--- src/hw/rtl/blhs_pkg.sv ---
// shared constants, keyword tables and helpers for the basic line header scanner
package blhs_pkg;

  localparam int unsigned TOKEN_MAX_DEF = 16;
  localparam int unsigned NUM_KW        = 15;

  localparam logic [7:0] CH_ZERO = 8'h30;
  localparam logic [7:0] CH_NINE = 8'h39;
  localparam logic [7:0] CH_SP   = 8'h20;
  localparam logic [7:0] CH_TAB  = 8'h09;
  localparam logic [7:0] CH_LF   = 8'h0a;
  localparam logic [7:0] CH_CR   = 8'h0d;

  localparam logic [3:0] CODE_UNKNOWN = 4'd15;

  typedef enum logic [1:0] {
    ST_OK          = 2'd0,
    ST_UNKNOWN_KW  = 2'd1,
    ST_NO_NUMBER   = 2'd2,
    ST_NO_SPACE    = 2'd3
  } status_e;

  localparam logic [7:0] KW_TEXT [NUM_KW][8] = '{
    '{"R", "E", "M", 8'h00, 8'h00, 8'h00, 8'h00, 8'h00},
    '{"P", "R", "I", "N", "T", 8'h00, 8'h00, 8'h00},
    '{"D", "I", "M", 8'h00, 8'h00, 8'h00, 8'h00, 8'h00},
    '{"I", "N", "P", "U", "T", 8'h00, 8'h00, 8'h00},
    '{"I", "F", 8'h00, 8'h00, 8'h00, 8'h00, 8'h00, 8'h00},
    '{"E", "N", "D", 8'h00, 8'h00, 8'h00, 8'h00, 8'h00},
    '{"L", "E", "T", 8'h00, 8'h00, 8'h00, 8'h00, 8'h00},
    '{"D", "A", "T", "A", 8'h00, 8'h00, 8'h00, 8'h00},
    '{"E", "N", "T", "E", "R", 8'h00, 8'h00, 8'h00},
    '{"G", "O", "S", "U", "B", 8'h00, 8'h00, 8'h00},
    '{"G", "O", "T", "O", 8'h00, 8'h00, 8'h00, 8'h00},
    '{"R", "E", "A", "D", 8'h00, 8'h00, 8'h00, 8'h00},
    '{"R", "E", "S", "T", "O", "R", "E", 8'h00},
    '{"R", "E", "T", "U", "R", "N", 8'h00, 8'h00},
    '{"S", "T", "O", "P", 8'h00, 8'h00, 8'h00, 8'h00}
  };

  localparam logic [2:0] KW_LEN [NUM_KW] = '{
    3'd3, 3'd5, 3'd3, 3'd5, 3'd2, 3'd3, 3'd3, 3'd4,
    3'd5, 3'd5, 3'd4, 3'd4, 3'd7, 3'd6, 3'd4
  };

  typedef struct packed {
    logic [3:0] code;
    logic [1:0] status;
  } verdict_t;

  function automatic logic is_digit(input logic [7:0] b);
    return (b >= CH_ZERO) && (b <= CH_NINE);
  endfunction

  function automatic logic is_blank(input logic [7:0] b);
    return (b == CH_SP) || (b == CH_TAB);
  endfunction

  function automatic logic is_space(input logic [7:0] b);
    return (b == CH_SP) || (b == CH_TAB) || (b == CH_LF) || (b == CH_CR);
  endfunction

  // first surviving keyword in list order
  function automatic verdict_t first_kw(input logic [NUM_KW-1:0] cand);
    verdict_t v;
    v.code   = CODE_UNKNOWN;
    v.status = ST_UNKNOWN_KW;
    for (int k = NUM_KW - 1; k >= 0; k--) begin
      if (cand[k]) begin
        v.code   = 4'(k);
        v.status = ST_OK;
      end
    end
    return v;
  endfunction

endpackage

--- src/hw/rtl/blhs_kw_match.sv ---
// per-character keyword candidate filter
module blhs_kw_match import blhs_pkg::*; #(
  parameter int unsigned TOKEN_MAX = TOKEN_MAX_DEF,
  localparam int unsigned LenW = $clog2(TOKEN_MAX + 1)
) (
  input  logic [NUM_KW-1:0] cand_i,
  input  logic [LenW-1:0]   token_len_i,
  input  logic [7:0]        char_i,
  output logic [NUM_KW-1:0] cand_o
);

  always_comb begin
    for (int k = 0; k < NUM_KW; k++) begin
      cand_o[k] = cand_i[k] && (token_len_i < LenW'(KW_LEN[k])) &&
                  (KW_TEXT[k][token_len_i[2:0]] == char_i);
    end
  end

endmodule

--- src/hw/rtl/basic_line_header_scanner_top.sv ---
// basic line header scanner: byte stream in, at most one header result per line out
//
//  channel  | dir | tdata                                   | tlast
//  s_axis   | in  | [7:0] text_byte                         | end_of_text
//  m_axis   | out | [31:0] line_number [35:32] command_code | -
//           |     | [37:36] status [39:38] zero             |
//
// one byte per cycle unless a held result stalls the input; a byte goes from the input
// register through the scan step into the result register
// the scan phase, number, candidate, length and halt registers form the scan loop
// reset clears the scan state, the halt flag and both valid flags
// a held result stalls the input register only when a new byte is waiting
module basic_line_header_scanner_top import blhs_pkg::*; #(
  parameter int unsigned TOKEN_MAX = TOKEN_MAX_DEF
) (
  input  logic        clk_i,
  input  logic        rst_ni,
  input  logic        s_axis_tvalid,
  output logic        s_axis_tready,
  input  logic [7:0]  s_axis_tdata,   // text_byte
  input  logic        s_axis_tlast,
  output logic        m_axis_tvalid,
  input  logic        m_axis_tready,
  output logic [39:0] m_axis_tdata    // line_number, command_code, status, pad
);

  localparam int unsigned LenW = $clog2(TOKEN_MAX + 1);

  typedef enum logic [2:0] {
    PH_LINE_START,
    PH_NUMBER,
    PH_GAP,
    PH_TOKEN,
    PH_SKIP
  } phase_e;

  phase_e              phase_q, phase_d;
  logic [31:0]         acc_q, acc_d;
  logic [NUM_KW-1:0]   cand_q, cand_d;
  logic [LenW-1:0]     len_q, len_d;
  logic                halt_q, halt_d;

  logic                in_vld_q;
  logic [7:0]          in_byte_q;
  logic                in_eot_q;

  logic                out_vld_q;
  logic [31:0]         out_num_q, out_num_d;
  logic [3:0]          out_code_q, out_code_d;
  logic [1:0]          out_stat_q, out_stat_d;

  logic                advance;
  logic                emit;
  logic [NUM_KW-1:0]   cand_add;
  verdict_t            fin_cur, fin_add, fin_nxt;

  assign advance       = in_vld_q && (!out_vld_q || m_axis_tready);
  assign s_axis_tready = !in_vld_q || advance;

  blhs_kw_match #(
    .TOKEN_MAX(TOKEN_MAX)
  ) u_kw_match (
    .cand_i     (cand_q),
    .token_len_i(len_q),
    .char_i     (in_byte_q),
    .cand_o     (cand_add)
  );

  assign fin_cur = first_kw(cand_q);
  assign fin_add = first_kw(cand_add);

  always_comb begin
    phase_d    = phase_q;
    acc_d      = acc_q;
    cand_d     = cand_q;
    len_d      = len_q;
    halt_d     = halt_q;
    emit       = 1'b0;
    fin_nxt    = fin_cur;
    out_num_d  = acc_q;
    out_code_d = CODE_UNKNOWN;
    out_stat_d = ST_OK;
    if (!halt_q) begin
      unique case (phase_q) inside
        PH_LINE_START: begin
          if (is_digit(in_byte_q)) begin
            acc_d   = {24'd0, in_byte_q - CH_ZERO};
            cand_d  = '1;
            len_d   = '0;
            phase_d = PH_NUMBER;
          end else if (!is_space(in_byte_q)) begin
            emit       = 1'b1;
            halt_d     = 1'b1;
            out_num_d  = '0;
            out_stat_d = ST_NO_NUMBER;
          end
        end
        PH_NUMBER: begin
          if (is_digit(in_byte_q)) begin
            acc_d = (acc_q << 3) + (acc_q << 1) + {24'd0, in_byte_q - CH_ZERO};
          end else if (is_blank(in_byte_q)) begin
            phase_d = PH_GAP;
          end else begin
            emit       = 1'b1;
            halt_d     = 1'b1;
            out_stat_d = ST_NO_SPACE;
          end
        end
        PH_GAP, PH_TOKEN: begin
          if (phase_q == PH_GAP && is_blank(in_byte_q)) begin
            phase_d = PH_GAP;
          end else if (is_space(in_byte_q)) begin
            emit       = 1'b1;
            out_code_d = fin_cur.code;
            out_stat_d = fin_cur.status;
            if (in_byte_q == CH_LF) begin
              phase_d = PH_LINE_START;
              acc_d   = '0;
              cand_d  = '1;
              len_d   = '0;
            end else begin
              phase_d = PH_SKIP;
            end
          end else begin
            cand_d  = cand_add;
            len_d   = len_q + LenW'(1);
            phase_d = PH_TOKEN;
            if (len_q == LenW'(TOKEN_MAX - 1)) begin
              emit       = 1'b1;
              out_code_d = fin_add.code;
              out_stat_d = fin_add.status;
              phase_d    = PH_SKIP;
            end
          end
        end
        PH_SKIP: begin
          if (in_byte_q == CH_LF) begin
            phase_d = PH_LINE_START;
            acc_d   = '0;
            cand_d  = '1;
            len_d   = '0;
          end
        end
        default: begin
          phase_d = PH_SKIP;
        end
      endcase

      fin_nxt = first_kw(cand_d);

      if (in_eot_q && !halt_d) begin
        if (!emit && phase_d == PH_NUMBER) begin
          emit       = 1'b1;
          halt_d     = 1'b1;
          out_num_d  = acc_d;
          out_code_d = CODE_UNKNOWN;
          out_stat_d = ST_NO_SPACE;
        end else begin
          if (!emit && (phase_d == PH_GAP || phase_d == PH_TOKEN)) begin
            emit       = 1'b1;
            out_num_d  = acc_d;
            out_code_d = fin_nxt.code;
            out_stat_d = fin_nxt.status;
          end
          phase_d = PH_LINE_START;
          acc_d   = '0;
          cand_d  = '1;
          len_d   = '0;
        end
      end
    end
  end

  always_ff @(posedge clk_i or negedge rst_ni) begin
    if (!rst_ni) begin
      phase_q    <= PH_LINE_START;
      acc_q      <= '0;
      cand_q     <= '1;
      len_q      <= '0;
      halt_q     <= 1'b0;
      in_vld_q   <= 1'b0;
      out_vld_q  <= 1'b0;
      out_num_q  <= '0;
      out_code_q <= '0;
      out_stat_q <= '0;
    end else begin
      if (s_axis_tready) begin
        in_vld_q <= s_axis_tvalid;
      end
      if (advance) begin
        phase_q   <= phase_d;
        acc_q     <= acc_d;
        cand_q    <= cand_d;
        len_q     <= len_d;
        halt_q    <= halt_d;
        out_vld_q <= emit;
        if (emit) begin
          out_num_q  <= out_num_d;
          out_code_q <= out_code_d;
          out_stat_q <= out_stat_d;
        end
      end else if (m_axis_tready) begin
        out_vld_q <= 1'b0;
      end
    end
  end

  always_ff @(posedge clk_i) begin
    if (s_axis_tready && s_axis_tvalid) begin
      in_byte_q <= s_axis_tdata;
      in_eot_q  <= s_axis_tlast;
    end
  end

  assign m_axis_tvalid = out_vld_q;
  assign m_axis_tdata  = {2'b00, out_stat_q, out_code_q, out_num_q};

endmodule
--- config.mk ---
export PLATFORM = sky130hd
export DESIGN_NAME = basic_line_header_scanner_top
export DESIGN_NICKNAME = d
export VERILOG_FILES = /design/src/hw/rtl/blhs_pkg.sv /design/src/hw/rtl/blhs_kw_match.sv /design/src/hw/rtl/basic_line_header_scanner_top.sv
export SDC_FILE = /design/constraint.sdc
export NUM_CORES = 1
export LEC_CHECK = 0
export ABC_AREA = 1
export BUFFER_PORTS_ARGS = -buffer_cell sky130_fd_sc_hd__buf_2
export CELL_PAD_IN_SITES_DETAIL_PLACEMENT = 1
export CELL_PAD_IN_SITES_GLOBAL_PLACEMENT = 1
export CORE_ASPECT_RATIO = 0.5
export CORE_MARGIN = 4
export CORE_UTILIZATION = 30
export CTS_CLUSTER_DIAMETER = 40
export CTS_CLUSTER_SIZE = 40
export DETAILED_ROUTE_END_ITERATION = 10
export PLACE_DENSITY_LB_ADDON = 0.1
export SLEW_MARGIN = 20
export SYNTH_ARGS = -nofsm -noshare
export SYNTH_HDL_FRONTEND = slang
export SYNTH_SLANG_ARGS = --single-unit
export TNS_END_PERCENT = 5
--- constraint.sdc ---
create_clock -name clk_i -period 4.57 [get_ports clk_i]
set_input_delay 0.457 -clock clk_i [delete_from_list [all_inputs] [get_ports clk_i]]
set_output_delay 0.457 -clock clk_i [all_outputs]
set_load 0.02 [all_outputs]
# Word-level counts from Yosys, hierarchy flattened
# Memory sizes are Yosys's and may differ from the RTL's.
# Index checks and enable logic that the tools add are counted.
[word_totals]
ff_bits = 105
rom_bits = 960
in_bits = 13
out_inout_bits = 42
wordCells = 278
n_memories = 15
[classes]
addsub = 4
n_lt_le_gt_ge = 9
n_eq_ne = 27
n_mux = 157
n_bitwise = 2
n_reduce_logical = 52
[memory_table]
columns = ["name", "words", "width", "read_ports", "rd_ports_with_merged_regs", "write_ports", "line", "source"]
rows = [
  ["(no name shown)", 8, 8, 1, 0, 0, "blhs_kw_match.sv:15", "(KW_TEXT[k][token_len_i[2:0]] == char_i);"],
  ["(no name shown)", 8, 8, 1, 0, 0, "blhs_kw_match.sv:15", ""],
  ["(no name shown)", 8, 8, 1, 0, 0, "blhs_kw_match.sv:15", ""],
  ["(no name shown)", 8, 8, 1, 0, 0, "blhs_kw_match.sv:15", ""],
  ["(no name shown)", 8, 8, 1, 0, 0, "blhs_kw_match.sv:15", ""],
  ["(no name shown)", 8, 8, 1, 0, 0, "blhs_kw_match.sv:15", ""],
  ["+9 memories", "-", "-", "-", "-", "-", "-", ""],
]
[op_table]
columns = ["op", "n"]
rows = [
  ["$mux W32", 14],
  ["$mux W8", 30],
  ["$mux W6", 35],
  ["$pmux W32 S4", 1],
  ["$eq A8 B8 Y1", 15],
  ["$mux W15", 7],
  ["$mux W4", 12],
  ["$mux W5", 9],
  ["$pmux W15 S3", 1],
  ["$mux W3", 14],
  ["$logic_and A1 B1 Y1", 37],
  ["$add A32 B32 Y32", 1],
  ["$add A32 B8 Y32", 1],
  ["$eq A8 B4 Y1 const B", 3],
  ["$mux W2", 11],
  ["$lt A5 B3 Y1 const B", 4],
  ["$mux W1", 18],
  ["$pmux W5 S3", 1],
  ["$eq A3 B2 Y1 const B", 4],
  ["$pmux W3 S4", 1],
  ["$lt A5 B2 Y1 const B", 2],
  ["$eq A8 B6 Y1 const B", 1],
  ["$ge A8 B6 Y1 const B", 1],
  ["$le A8 B6 Y1 const B", 1],
  ["17 further kinds", 27],
]

# Longest topological paths before layout
# Gate-level depths: netlist (run 1).
[logic_depth]
ltp_word = 29
ltp_mapped = 30
mapped_depth_nobuf = 29

# Hierarchy
# A second synthesis (run 1) with hierarchy kept.
[unflattened]
cells_unflattened = 1445
hier_area_um2 = 9574.2
[modules_own_cells]
columns = ["module", "n_inst", "cells_per_inst", "area_each_um2"]
rows = [
  ["basic_line_header_scanner_top", 1, 1132, 8184.1],
  ["blhs_kw_match", 1, 313, 1390.1],
]

# Least setup slack after synthesis (run 1)
# No wires, ideal clock.
[synth_timing]
path_kind = "register to register"
start = "register in_byte_q[4]"
end = "register out_num_q[28]"
arrival_ns = 3.360
t_required_ns = 4.444
slack_ns = 1.084
stages_incl_launch_ff = 23
n_path_buf = 0
period_less_slack_ns = 3.486
cell_sequence = "edfxtp_1 clkinv_1 ha_1 inv_1 fa_1 inv_1 ha_1 a21oi_1 o21ai_1 a21oi_1 o21ai_1 a21boi_0 inv_1 nand2_1 nand2_1 nand2_1 o21bai_1 a21oi_1 nand2_1 nand2_1 o21ai_1 o21ai_0 a21oi_1"
[synth_between]
elab_chain_cells = 16
word_cells_on_any_way = 59
[synth_rtl]
columns = ["item", "line", "source"]
rows = [
  ["start, declared", "basic_line_header_scanner_top.sv:44", "logic [7:0] in_byte_q;"],
  ["start signal, assigned", "basic_line_header_scanner_top.sv:210", "in_byte_q <= s_axis_tdata;"],
  ["branches (longest 16 deep; another with $add A32 B8 Y32)", "-", ""],
  ["end signal, assigned", "basic_line_header_scanner_top.sv:198", "out_num_q <= out_num_d;"],
  ["end, declared", "basic_line_header_scanner_top.sv:48", "logic [31:0] out_num_q, out_num_d;"],
]
# Several ways; the timed one is not identified. The select of a mux whose other input is x is not followed.
# A chain may end at the register's enable or synchronous reset.

# Worst setup path after layout (run 1)
[layout_timing]
start = "register in_byte_q[5]"
end = "register out_num_q[18]"
# Same word-level chain as after synthesis.

==> flow_metrics.env, run 1 <==
export IMPL_status="finished clean"
export IMPL_first_pass_iters=5
export IMPL_antenna_found_initial=0
export IMPL_power_leakage_nw=5.200
export IMPL_rsz0062_at_grt="no"
export IMPL_skew_ns=0.01847
export IMPL_fin_cells=1883
export IMPL_core_sq_um=31710
export IMPL_ys_warn_count=0
export IMPL_place_area_sq_um=10380
export IMPL_ys_ff_latch=105
export IMPL_cts_buffers=9
export IMPL_pin_count=55
export IMPL_synth_edff_count=9
export IMPL_p_comb_share_pct=63.7
export IMPL_max_vdd_ir_drop_v=0.0002748
export IMPL_maxSlewHeadroom_pct=36.64
export IMPL_ant_nets=0
export IMPL_syn_area_sq_um=9659
export IMPL_gp_congestion=0.9042
export IMPL_tightest_slew_ns=0.9504
export IMPL_die_height_um=134.9
export IMPL_cts_max_level=3
export IMPL_fin_crit_sh_pct=89.87
export IMPL_worst_path_max_fanout=8
export IMPL_clockBufferDepth=2
export IMPL_crit_required_ns=4.84
export IMPL_fin_setup_tns_ns=0
export IMPL_hold_viol_final=0
export IMPL_ys_seq_area_share_pct=27.86
export IMPL_grt_pass1_wl_um=61040
export IMPL_cap_violations=0
export IMPL_syn_inst=1409
export IMPL_critPathArrivalTime_ns=4.38
export IMPL_hold_slack_ns=0.2329
export IMPL_cts_sinks=105
export IMPL_numPlacedInstances=1867
export IMPL_report_final_slew_viol_count=0
export IMPL_cp_end_kind="register"
export IMPL_dieArea_sq_um=35310
export IMPL_p_seq_share_pct=24.5
export IMPL_post_cts_buffers=0
export IMPL_start_kind="register"
export IMPL_fin_crit_ns=4.107
export IMPL_syn2layout_area_growth_pct=10.61
export IMPL_gr_total_overflow=0
export IMPL_final_core_util_pct=33.69
export IMPL_p_int_w=0.003180
export IMPL_drt_initial_drc_count=566
export IMPL_setup_violations_final=0
export IMPL_nets=1531
export IMPL_place_hpwl_um=28950
export IMPL_swShare_pct=55.82
export IMPL_n_antenna_cell=0
export IMPL_max_freq_mhz=243.5
export IMPL_routed_wl_um=38160
export IMPL_cts_tree="yes"
export IMPL_drc_errors=0
export IMPL_grt_max_degree=64
export IMPL_clockRootBuffer="clkbuf_16"
export IMPL_grt_pass1_vias=10660
export IMPL_postLayoutCellArea_sq_um=10680
export IMPL_synth_async_reset_ratio_pct=91.43
export IMPL_power_switching_w=0.004019
export IMPL_cts_clk_slew_worst_paths_ns=0.08
export IMPL_grt_usage_pct=22.08
export IMPL_hold_class="input port to async pin"
export IMPL_powerDensity_nw_per_um2=673.8
export IMPL_initial_core_util_pct=30.46
export IMPL_syn_avg_cell_area_sq_um=6.855
export IMPL_crit_type="register to register"
export IMPL_power_frac_clock_pct=11.8
export IMPL_io_buffers=52
export IMPL_drive_gt1_share_pct=11.99
export IMPL_synth_main_ff_cell="dfrtp_1"
export IMPL_fp_row_count=46
export IMPL_ctsHoldBuffers=0
export IMPL_wl_per_cell_um=20.27
export IMPL_synth_distinct_cells=62
export IMPL_fillers=4036
export IMPL_die_width_um=261.8
export IMPL_clkLatencyLatePin_ns=0.39
export IMPL_vias_per_cell=5.364
export IMPL_vias=10100
## critical path: stages (launching register included)
cell and delay (ns):
edfxtp_1 0.59, inv_2 0.18, ha_1 0.33, inv_1 0.07, fa_1 0.48, inv_1 0.04, ha_1 0.33, a21oi_1 0.15
o21ai_1 0.12, a21oi_1 0.27, o21ai_2 0.12, a21boi_0 0.17, inv_1 0.10, nand2_1 0.06, nand2_1 0.07, o21ai_0 0.34
o21ai_0 0.15, inv_1 0.10, a21oi_1 0.07, a311oi_1 0.21, nor2_1 0.06
## power by group through the flow
stage	logic (W)	clock network [W]	registers, W
after floorplan	0.00296	0	0.00184
after global placement	0.00450	0	0.00178
after detailed placement	0.00457	0	0.00179
after CTS	0.00460	0.000881	0.00177
after global routing	0.00515	0.000911	0.00183
final	0.00459	0.000847	0.00176
## cell type report
class / count / area (sq um) / share of cell area (%)
Clock inverter: 6 / 75.07 / 0.7027
Inverter: 177 / 669.4 / 6.265
Timing Repair Buffer: 76 / 455.4 / 4.263
Sequential cell: 105 / 2691 / 25.19
Clock buffer: 10 / 229.0 / 2.143
Multi-Input combinational cell: 1077 / 6023 / 56.38
Tap cell: 432 / 540.5 / 5.059
## registers in the layout, summed over array words and instances, names as in the netlist, 2 cells and up
signal      count
out_stat_q      2
phase_q         3
len_q           5
out_code_q      4
acc_q          32
cand_q         15
in_byte_q       8
out_num_q      32
## per-layer routing
layer	track usage, %	vias up	part of all wire [%]
met2	37.73	138	47
met5	0	-	0
met4	4.146	0	1.2
met1	30.32	5071	49
li1	-	4860	-
met3	2.792	31	2.7
## cell families after synthesis
group,count (synthesis),share of synthesized area [%]
and+or+nand+nor,575,26.10
AOI/OAI and AO/OA,407,24.27
buffers and inverters,228,10.03
DFF,105,27.86
adders and majority gates,72,9.793
xor gates and xnor gates,21,1.904
other,1,0.03882
## through the flow
step	setup slack, ns	power [W]
3_3_place_gp	0.4547	0.006281
4_1_cts	0.3371	0.007251
5_1_grt	0.02115	0.007893
3_5_place_dp	0.3433	0.006355
2_1_floorplan	1.084	0.004796
6_report	0.4631	0.007199
## placed cells by master (no fill, tap or decap), types with 9 or more instances in the layout
master,Yosys,layout
o22ai_1,24,24
buf_2,14,51
xor2_1,19,19
clkbuf_16,0,9
nand4_1,14,14
o21ai_1,16,15
nor2_4,11,12
nand3_1,50,50
nor3_1,24,24
nand2_1,307,307
nand2_2,11,11
o21ai_0,146,146
a211oi_1,9,9
buf_4,9,24
edfxtp_1,9,9
a21oi_1,115,115
ha_1,66,66
dfrtp_1,81,81
dfstp_2,15,15
inv_2,19,20
a31oi_1,26,26
nor2_1,128,127
inv_1,153,152
a22oi_1,20,20
## cell usage after synthesis, types with 7 or more instances
cell type	instances	area, sq um
buf_4	9	67.56
nand2_1	307	1152
o22ai_1	24	150.1
nor4_1	7	43.79
nand3_1	50	250.2
buf_2	14	70.07
inv_2	19	71.32
a21oi_1	115	575.6
xor2_1	19	166.4
nor2_1	128	480.5
nor2_4	11	123.9
dfrtp_1	81	2027
ha_1	66	825.8
nor3_1	24	120.1
nand2_2	11	68.82
a31oi_1	26	162.7
edfxtp_1	9	270.3
a211oi_1	9	67.56
nand4_1	14	87.58
dfstp_2	15	394.1
a22oi_1	20	150.1
nor2_2	7	43.79
clkbuf_1	20	75.07
o211ai_1	8	60.06
inv_1	153	574.3
o21ai_0	146	730.7
o21ai_1	16	80.08
o2111ai_1	8	70.07
## timing repair
item,4_1_cts,5_1_grt
endpoints found under the setup margin,0,11
resized for setup,0,3
hold endpoints to repair,0,0
## path summary, 6_finish.rpt
kind / start / cells past startpoint / slack, ns / to
max: in_byte_q[5]$_DFFE_PP_ / 20 / 0.46 / out_num_q[18]$_DFFE_PN0P_
min: rst_ni / 1 / 0.23 / out_stat_q[0]$_DFFE_PN0P_
max reg2reg: in_byte_q[5]$_DFFE_PP_ / 20 / 0.46 / out_num_q[18]$_DFFE_PN0P_
min reg2reg: out_num_q[31]$_DFFE_PN0P_ / 2 / 0.49 / out_num_q[31]$_DFFE_PN0P_
max in group asynchronous: rst_ni / 2 / 3.28 / out_num_q[0]$_DFFE_PN0P_
min in group clk_i: s_axis_tdata[1] / 1 / 0.25 / in_byte_q[1]$_DFFE_PP_
Power figures use the tool's default switching activity.
==> run 2: changes to the inputs <==
- BUFFER_PORTS_ARGS: -buffer_cell sky130_fd_sc_hd__buf_2 -> unset
- DONT_BUFFER_PORTS: unset -> 1
==> flow_metrics.env, run 2 (synthesis results as in run 1) <==
export IMPL_status="finished clean"
export IMPL_clkLatencyLatePin_ns=0.38
export IMPL_drt_initial_drc_count=500
export IMPL_syn2layout_area_growth_pct=7.824
export IMPL_worst_path_max_fanout=43
export IMPL_cts_buffers=9
export IMPL_report_final_slew_viol_count=0
export IMPL_critPathArrivalTime_ns=4.35
export IMPL_max_freq_mhz=244.9
export IMPL_crit_required_ns=4.83
export IMPL_routed_wl_um=38120
export IMPL_core_sq_um=31710
export IMPL_gr_total_overflow=0
export IMPL_start_kind="register"
export IMPL_initial_core_util_pct=30.46
export IMPL_maxSlewHeadroom_pct=39.84
export IMPL_vias=9857
export IMPL_max_vdd_ir_drop_v=0.0002741
export IMPL_vias_per_cell=5.389
export IMPL_io_buffers=0
export IMPL_antenna_found_initial=0
export IMPL_numPlacedInstances=1811
export IMPL_clockBufferDepth=2
export IMPL_cp_end_kind="register"
export IMPL_grt_usage_pct=22.09
export IMPL_cts_sinks=105
export IMPL_clockRootBuffer="clkbuf_16"
export IMPL_final_common_cell="nand2_1"
export IMPL_n_antenna_cell=0
export IMPL_rsz0062_at_grt="no"
export IMPL_fin_setup_tns_ns=0
export IMPL_pin_count=55
export IMPL_top_regs="acc_q x32, out_num_q x32, cand_q x15"
export IMPL_grt_max_degree=97
export IMPL_grt_pass1_vias=10400
export IMPL_skew_ns=0.01864
export IMPL_first_pass_iters=5
export IMPL_fin_crit_ns=4.083
export IMPL_fin_crit_sh_pct=89.35
export IMPL_ant_nets=0
export IMPL_die_height_um=134.9
export IMPL_cts_max_level=3
export IMPL_crit_type="register to register"
export IMPL_wl_per_cell_um=20.84
export IMPL_gp_congestion=0.9176
export IMPL_cts_clk_slew_worst_paths_ns=0.08
export IMPL_hold_viol_final=0
export IMPL_place_hpwl_um=28480
export IMPL_dieArea_sq_um=35310
export IMPL_nets=1477
export IMPL_fp_row_count=46
export IMPL_tightest_slew_ns=0.9014
export IMPL_fin_cells=1829
export IMPL_final_cell_mix="nand2_1 (307), inv_1 (153), o21ai_0 (146)"
export IMPL_hold_class="input port to async pin"
export IMPL_die_width_um=261.8
export IMPL_setup_slack_ns=0.4866
export IMPL_power_leakage_nw=4.968
export IMPL_cts_tree="yes"
export IMPL_grt_pass1_wl_um=61170
export IMPL_powerDensity_nw_per_um2=678.8
export IMPL_cap_violations=0
export IMPL_dp_slack_ns=0.3514
export IMPL_drc_errors=0
export IMPL_drive_gt1_share_pct=8.518
export IMPL_setup_violations_final=0
[run 2: per-stage QoR]
| step | util, % | total power [W] | hold slack [ns] | instance area, sq um |
|---|---|---|---|---|
| finish | 32.84 | 0.007069 | 0.01440 | 10420 |
| global route | 32.84 | 0.007749 | 0.04519 | 10420 |
| CTS | 32.81 | 0.007093 | 0.04189 | 10400 |
| detailed placement | 31.76 | 0.006182 | 0.1776 | 10070 |
| global placement | 31.76 | 0.006092 | 0.1741 | 10070 |
| floorplan | - | 0.004796 | 0.1614 | 9663 |
[run 2: power breakdown]
| part | total, W | leakage [nW] | internal, W | switching [W] |
|---|---|---|---|---|
| logic | 0.00420 | 3.53 | 0.00127 | 0.00293 |
| registers | 0.00202 | 1.29 | 0.00136 | 0.000665 |
| clock network | 0.000853 | 0.146 | 0.000431 | 0.000422 |
[run 2: routing by layer]
metal  GRT usage, %  vias up  part of all wire, %
li1               -     4750                    -
met1          30.98     4945                   49
met2          37.00      129                   47
met3          2.698       33                  2.5
met4          4.175        0                  1.3
met5              0        -                    0
[run 2: area by class of cell]
type | instances | area [sq um]
clock buffer | 9 | 225.2
clock inverter | 7 | 80.08
multi-input combinational | 1077 | 6023
sequential | 105 | 2691
timing repair buffer | 22 | 185.2
inverter | 177 | 669.4
tap | 432 | 540.5
fill | 3969 | 21300
[run 2: final timing paths]
path | start | cells after the start | slack, ns | end
setup / recovery | in_byte_q[1]$_DFFE_PP_ | 17 | 0.49 | out_num_q[18]$_DFFE_PN0P_
hold / removal | rst_ni | 1 | 0.01 | out_stat_q[0]$_DFFE_PN0P_
setup reg to reg | in_byte_q[1]$_DFFE_PP_ | 17 | 0.49 | out_num_q[18]$_DFFE_PN0P_
hold reg to reg | halt_q$_DFFE_PN0P_ | 1 | 0.55 | halt_q$_DFFE_PN0P_
max in group asynchronous | rst_ni | 1 | 4.14 | acc_q[13]$_DFFE_PN0P_
min in group clk_i | s_axis_tdata[1] | 0 | 0.17 | in_byte_q[1]$_DFFE_PP_
[run 2: critical path, cell delays in order (launching register included)]
cell      delay, ns
edfxtp_1       0.72
nor2_1         0.48
nand2_1        0.12
nor2_2         0.15
nor2_4         0.08
nand2_4        0.26
nor2_4         0.05
nand2_1        0.10
nand2_2        0.10
nor2_1         0.15
clkinv_1       0.12
nand2_2        0.10
buf_4          0.44
inv_1          0.47
a21oi_1        0.25
a21oi_1        0.06
a311oi_1       0.24
nor2_1         0.06
[run 2: repair_timing]
action	in CTS	in global routing
hold buffers	1	0
endpoints found under the setup margin	0	8
buffers inserted	0	1
hold endpoints to repair	96	0
resized for setup	0	1
